$ cat src/sv/integer_square_root_unit_defines.svh
// Assertion macros shared by the square root unit.
`ifndef INTEGER_SQUARE_ROOT_UNIT_DEFINES_SVH
`define INTEGER_SQUARE_ROOT_UNIT_DEFINES_SVH

// Same-cycle implication, disabled during reset.
`define ISR_ASSERT_IMPL(label, ante, cons) \
  label: assert property (@(posedge clk_i) disable iff (!rst_ni) (ante) |-> (cons)) \
    else $error("isr assertion failed: label");

// Next-cycle implication, disabled during reset.
`define ISR_ASSERT_NEXT(label, ante, cons) \
  label: assert property (@(posedge clk_i) disable iff (!rst_ni) (ante) |=> (cons)) \
    else $error("isr assertion failed: label");

`endif

$ cat src/sv/isr_pkg.sv
`timescale 1ns / 1ps

package isr_pkg;

  localparam int unsigned OperandW      = 32;
  localparam int unsigned FracShift     = 12;
  localparam int unsigned RootW         = 22;
  localparam int unsigned RadW          = 2 * RootW;
  localparam int unsigned RemW          = RootW + 2;
  localparam int unsigned ItersPerStage = 2;
  localparam int unsigned NumStages     = RootW / ItersPerStage;

  localparam logic CmdPlain = 1'b0;
  localparam logic CmdFixed = 1'b1;

  typedef struct packed {
    logic [RemW-1:0]  rem;
    logic [RootW-1:0] root;
    logic [RadW-1:0]  rad;
  } isr_data_t;

  // One restoring step: bring down two radicand bits, produce one root bit.
  function automatic isr_data_t isr_iter(isr_data_t d);
    logic [RemW+1:0] acc;
    logic [RemW+1:0] trial;
    isr_data_t       r;
    acc   = {d.rem, d.rad[RadW-1 -: 2]};
    trial = {2'b00, d.root, 2'b01};
    r.rad = {d.rad[RadW-3:0], 2'b00};
    if (acc >= trial) begin
      r.rem  = RemW'(acc - trial);
      r.root = {d.root[RootW-2:0], 1'b1};
    end else begin
      r.rem  = acc[RemW-1:0];
      r.root = {d.root[RootW-2:0], 1'b0};
    end
    return r;
  endfunction

endpackage

$ cat src/sv/integer_square_root_unit.sv
// Channel   Direction  Handshake                   Beat payload
// input     in         in_valid_i / in_ready_o     command_i, operand_i
// output    out        out_valid_o / out_ready_i   root_o
//
// One beat accepted per cycle while in_ready_o is high; each result passes through
// 11 register stages of two root bits each (22 restoring steps).
// Reset clears only the stage valid bits; payload registers are not reset.
// A stall at the output backs up stage by stage; empty stages keep filling,
// so in_ready_o falls only when every stage holds a beat.
`timescale 1ns / 1ps
`include "integer_square_root_unit_defines.svh"

module integer_square_root_unit (
  input  logic                         clk_i,
  input  logic                         rst_ni,
  input  logic                         in_valid_i,
  output logic                         in_ready_o,
  input  logic                         command_i,
  input  logic [isr_pkg::OperandW-1:0] operand_i,
  output logic                         out_valid_o,
  input  logic                         out_ready_i,
  output logic [isr_pkg::RootW-1:0]    root_o
);

  logic               vld   [isr_pkg::NumStages+1];
  logic               rdy   [isr_pkg::NumStages+1];
  isr_pkg::isr_data_t data  [isr_pkg::NumStages+1];

  localparam int unsigned PadW = isr_pkg::RadW - isr_pkg::OperandW;

  always_comb begin
    data[0].rem  = '0;
    data[0].root = '0;
    unique case (command_i)
      isr_pkg::CmdFixed: data[0].rad = {operand_i, {isr_pkg::FracShift{1'b0}}};
      isr_pkg::CmdPlain: data[0].rad = {{PadW{1'b0}}, operand_i};
      default:           data[0].rad = {{PadW{1'b0}}, operand_i};
    endcase
  end

  assign vld[0]     = in_valid_i;
  assign in_ready_o = rdy[0];

  for (genvar s = 0; s < isr_pkg::NumStages; s++) begin : g_stage
    isr_stage u_stage (
      .clk_i   (clk_i),
      .rst_ni  (rst_ni),
      .valid_i (vld[s]),
      .ready_o (rdy[s]),
      .data_i  (data[s]),
      .valid_o (vld[s+1]),
      .ready_i (rdy[s+1]),
      .data_o  (data[s+1])
    );
  end

  assign rdy[isr_pkg::NumStages] = out_ready_i;
  assign out_valid_o             = vld[isr_pkg::NumStages];
  assign root_o                  = data[isr_pkg::NumStages].root;

  `ISR_ASSERT_IMPL(a_full_when_blocked, !in_ready_o, out_valid_o && !out_ready_i)
  `ISR_ASSERT_IMPL(a_rem_bounded, out_valid_o,
                   data[isr_pkg::NumStages].rem <= {1'b0, root_o, 1'b0})
  `ISR_ASSERT_NEXT(a_first_stage_loads, in_valid_i && in_ready_o, vld[1])

endmodule

$ cat src/sv/isr_stage.sv
`timescale 1ns / 1ps

module isr_stage (
  input  logic              clk_i,
  input  logic              rst_ni,
  input  logic              valid_i,
  output logic              ready_o,
  input  isr_pkg::isr_data_t data_i,
  output logic              valid_o,
  input  logic              ready_i,
  output isr_pkg::isr_data_t data_o
);

  logic               valid_q;
  isr_pkg::isr_data_t data_q;
  isr_pkg::isr_data_t data_d;

  assign ready_o = !valid_q || ready_i;

  always_comb begin
    data_d = data_i;
    for (int unsigned i = 0; i < isr_pkg::ItersPerStage; i++) begin
      data_d = isr_pkg::isr_iter(data_d);
    end
  end

  always_ff @(posedge clk_i or negedge rst_ni) begin
    if (!rst_ni) begin
      valid_q <= 1'b0;
    end else if (ready_o) begin
      valid_q <= valid_i;
    end
  end

  // advance payload only on an accepted beat
  always_ff @(posedge clk_i) begin
    if (ready_o && valid_i) begin
      data_q <= data_d;
    end
  end

  assign valid_o = valid_q;
  assign data_o  = data_q;

endmodule
$ cat config.mk
export PLATFORM = sky130hd
export DESIGN_NAME = integer_square_root_unit
export DESIGN_NICKNAME = d
export VERILOG_FILES = /design/src/sv/isr_pkg.sv /design/src/sv/integer_square_root_unit.sv /design/src/sv/isr_stage.sv
export VERILOG_INCLUDE_DIRS = /design/src /design/src/sv
export SDC_FILE = /design/constraint.sdc
export NUM_CORES = 1
export LEC_CHECK = 0
export ABC_AREA = 1
export BUFFER_PORTS_ARGS = -buffer_cell sky130_fd_sc_hd__buf_2
export CAP_MARGIN = 20
export CORE_MARGIN = 8
export CORE_UTILIZATION = 55
export DETAILED_ROUTE_END_ITERATION = 8
export PLACE_DENSITY = 0.8
export SYNTH_ARGS = -nofsm -noshare
export SYNTH_HDL_FRONTEND = slang
export SYNTH_HIERARCHICAL = 1
export SYNTH_SLANG_ARGS = --single-unit
$ cat constraint.sdc
create_clock -name clk_i -period 11.05 [get_ports clk_i]
set_input_delay 0 -clock clk_i [delete_from_list [all_inputs] [get_ports clk_i]]
set_output_delay 0 -clock clk_i [all_outputs]
set_load 0.02 [all_outputs]
* Yosys cells after proc, flatten, opt, wreduce, memory -nomap -nowiden
Index checks and enable logic that the tools add are counted.
Storage, ports and cells: flip-flop bits (word level) 713, bits in latches 0, memory bits (writable) 0, bits in read-only memories 0, memories kept 0
Operators by class: add/subtract/negate cells 21, $mul 0, divide/modulo/power cells 0, magnitude comparators 22, eq/ne operators 0, shift operators 0, multiplexer cells 23, bitwise gates (word level) 1, reduce and logical (&&, ||, !) cells 33
Operator list (number):
- $mux 46 | 21
- $ge 26x24->1 | 21
- $sub 24x24->24 | 20
- $pmux 44 s2 | 1
- $logic_and 1x1->1 | 11
- $logic_not 1->1 | 11
- $logic_or 1x1->1 | 11
- $sub 2x1->3 const B | 1
- $ge 2x1->1 const B | 1
- $mux 1 | 1
- $not 1->1 | 1

* Depth between registers and ports, before layout
depth after elaboration 13, mapped depth 30

* By module
The synthesis kept the hierarchy.
Modules (own cells, without submodules):
- isr_stage | instances 11, cells an instance 739, area an instance 6080.8 um^2, sequential area each 2607.5 um^2
- integer_square_root_unit | instances 1, cells an instance 117, area an instance 480.5 um^2, sequential area each 0.0 um^2

* Worst setup path after synthesis
No wires, ideal clock.
kind register to register, start register g_stage[10].u_stage.valid_q, end register g_stage[0].u_stage.data_q, in the netlist g_stage[0].u_stage/data_o[10] (enable), setup time 558 ps, arrival time 5718 ps, data required time 10492 ps, path slack 4774 ps, cell stages (with the launch flop) 22, path buffers 0, cells stage by stage dfrtp_1 nand2_1 inv_1 nand2_1 inv_1 nand2_1 inv_1 nand2_1 inv_1 nand2_1 inv_1 nand2_1 inv_1 nand2_1 inv_1 nand2_1 inv_1 nand2_1 inv_1 nand2_1 inv_1 a21oi_1
RTL lines:
- start, declared | line isr_stage.sv:14 | logic valid_q;
- start signal, assigned | line isr_stage.sv:31 | valid_q <= valid_i;
- end signal, assigned | line isr_stage.sv:38 | data_q <= data_d;
- end, declared | line isr_stage.sv:15 | isr_pkg::isr_data_t data_q;

==> summary.md <==
| Metric | Value |
|---|---|
| Status | finished, final reports clean |
| Fin crit share | 0.494 |
| Crit end category | register |
| Bufs on Longest Clock Path | 3 |
| DR DRC count | 0 |
| Critical Path RT | ~11 ns |
| Placement-stage cell area | 60,500 µm² |
| Largest net degree at the start of global routing | 87 |
| RD Place Congestion | 0.982 |
| First-pass DRT Iterations | 7 |
| Mapped Cells | 7,723 |
| WL per Instance | approximately 20 µm |
| Max-slew headroom | 0.357 |
| Slew Limit Fails | 0 |
| Share of cells above drive strength 1 | 0.0624 |
| Total track usage | 0.314 |
| HPWL after DPL | about 150 mm |
| Fin Setup TNS | 0 ns |
| Initial core utilization | 0.555 |
| Fin crit period | around 5.5 ns |
| Post-Route WL | approximately 190 mm |
| Die area | about 120,000 µm² |
| Num rows | 119 |
| Fillers | 9,634 |
| Maxcap violations | 0 |
| Final #Nets | 8,481 |
| # IOs | 61 |
| PortBufs | 60 |
| Fin Hold WS | 0.177 ns |
| Final Hold Viols | 0 |
| CTS tree | built |
| Worst EP arrival | 5.80 ns |
| Post-route cell area | 63,700 µm² |
| Die height | 342 µm |
| Max FO, Critical Path | 35 |
| Mapped Area | 58,600 µm² |
| Highest Clock Rate | 0.183 GHz |
| DR iter-0 viols | 5,460 |
| Clock root cell | clkbuf_16 |
| Critical path startpoint category | register |
| CTS Sinks | 713 |
| Layout Skew | 0.0335 ns |
| CTS H-tree depth | 3 |
| P&R area growth vs syn | 8.64% |
| Vias in the first global route | just over 50,000 |
| Crit path kind | reg2reg |
| RSZ-0062 raised after global routing | no |
| Synth warnings | 6 |
| Grt ovf | 0 |
| Worst-path clk slew | 0.06 ns |
| Initial antenna violation count | 4 |
| TritonCTS buffer count | between 80 and 90 |
| DRT antenna net count | 0 |
| Die W | 342 µm |
| # setup viols final | 0 |
| Clock latency on the worst-skew pair | 0.66 ns |
| Core Area | 106,000 µm² |
| Vias | 53,400 |
| Post-CTS sizing | 0 |
| Syn avg cell area | 7.59 µm² |
| Worst Max-Slew Pin Slew | 0.965 ns |
| Worst hold path type | in2reg |
| First-pass GRT wire length | 289 mm |
| DR vias/cell | 5.70 |
## registers in the layout, indices dropped and copies added (netlist names)
signal and cells:
g_stage.u_stage/valid_o 11, g_stage.u_stage/data_o 702
## metrics by stage
stage	instances	utilization	worst slack (ns)
after detailed placement	9180	0.573	5.77
after global routing	9372	0.603	5.23
final	9373	0.603	5.59
after CTS	9370	0.603	5.70
after global placement	9180	0.573	5.72
after floorplan	7810	-	4.77
## worst max-delay path, cell delays in order, from the launching register on
cell and delay [ns]:
edfxtp_1 0.59, inv_1 0.16, ha_1 0.40, a21oi_1 0.25, nand2_1 0.11, nand2_1 0.09, a21oi_2 0.07, nor2_4 0.20
nand2_4 0.22, or2_2 0.33, nand2_1 0.17, inv_1 0.06, ha_1 0.43, nand2_1 0.15, nor2_1 0.15, inv_1 0.09
nor4_1 0.29, nand4_1 0.32, nand3b_4 0.19, nor2_4 0.04, nand2_4 0.36, inv_4 0.19, nand2_1 0.10, nand2_1 0.13
## area by class of cell
type	instances	area [µm²]	share of cell area
repair buffers	114	848	0.0133
clock inverters	51	569	0.00894
diodes	1	2.50	0.0000393
flip-flops and latches	713	21400	0.335
well taps	1391	1740	0.0273
multi-input cells	5859	32700	0.513
clock buffers	98	2150	0.0338
inverters	1146	4330	0.0680
## path summary, 6_finish.rpt
check                                                    from                            end  slack, ns  cells past startpoint
max in group asynchronous                              rst_ni     g_stage[5].u_stage/valid_o      10.18                      3
worst max-delay path            g_stage[2].u_stage/data_o[55]  g_stage[3].u_stage/data_o[87]       5.59                     23
worst min register to register  g_stage[5].u_stage/data_o[24]  g_stage[6].u_stage/data_o[28]       0.41                      0
min in group asynchronous                              rst_ni     g_stage[0].u_stage/valid_o       0.46                      3
worst max register to register  g_stage[2].u_stage/data_o[55]  g_stage[3].u_stage/data_o[87]       5.59                     23
worst min-delay path                               in_valid_i     g_stage[0].u_stage/valid_o       0.18                      4
## metal layers
metal | vias up | part of all wire | GRT usage
li1 | 26100 | - | -
met1 | 25000 | 0.43 | 0.424
met2 | 2081 | 0.46 | 0.522
met3 | 308 | 0.071 | 0.0343
met4 | 2 | 0.039 | 0.113
met5 | - | 0.000068 | 0
## timing repair
item / CTS / global route
hold endpoints to repair: 57 / 0
hold buffers: 41 / 0
setup buffers: 0 / 0
## layout by cell type, fill, tap and decap left out, types with 93 or more instances in the layout
| cell type | count |
|---|---|
| nor3_1 | 93 |
| nor2_1 | 594 |
| o21ai_0 | 448 |
| o21ai_1 | 134 |
| ha_1 | 528 |
| nand4_1 | 108 |
| edfxtp_1 | 702 |
| xor2_1 | 220 |
| a21oi_1 | 537 |
| nand2_1 | 2167 |
| inv_1 | 1102 |
| nand3_1 | 284 |
Power is left out: the tool's default activity adds up to more than one toggle a clock period on the data nets, which glitch-free logic cannot reach.
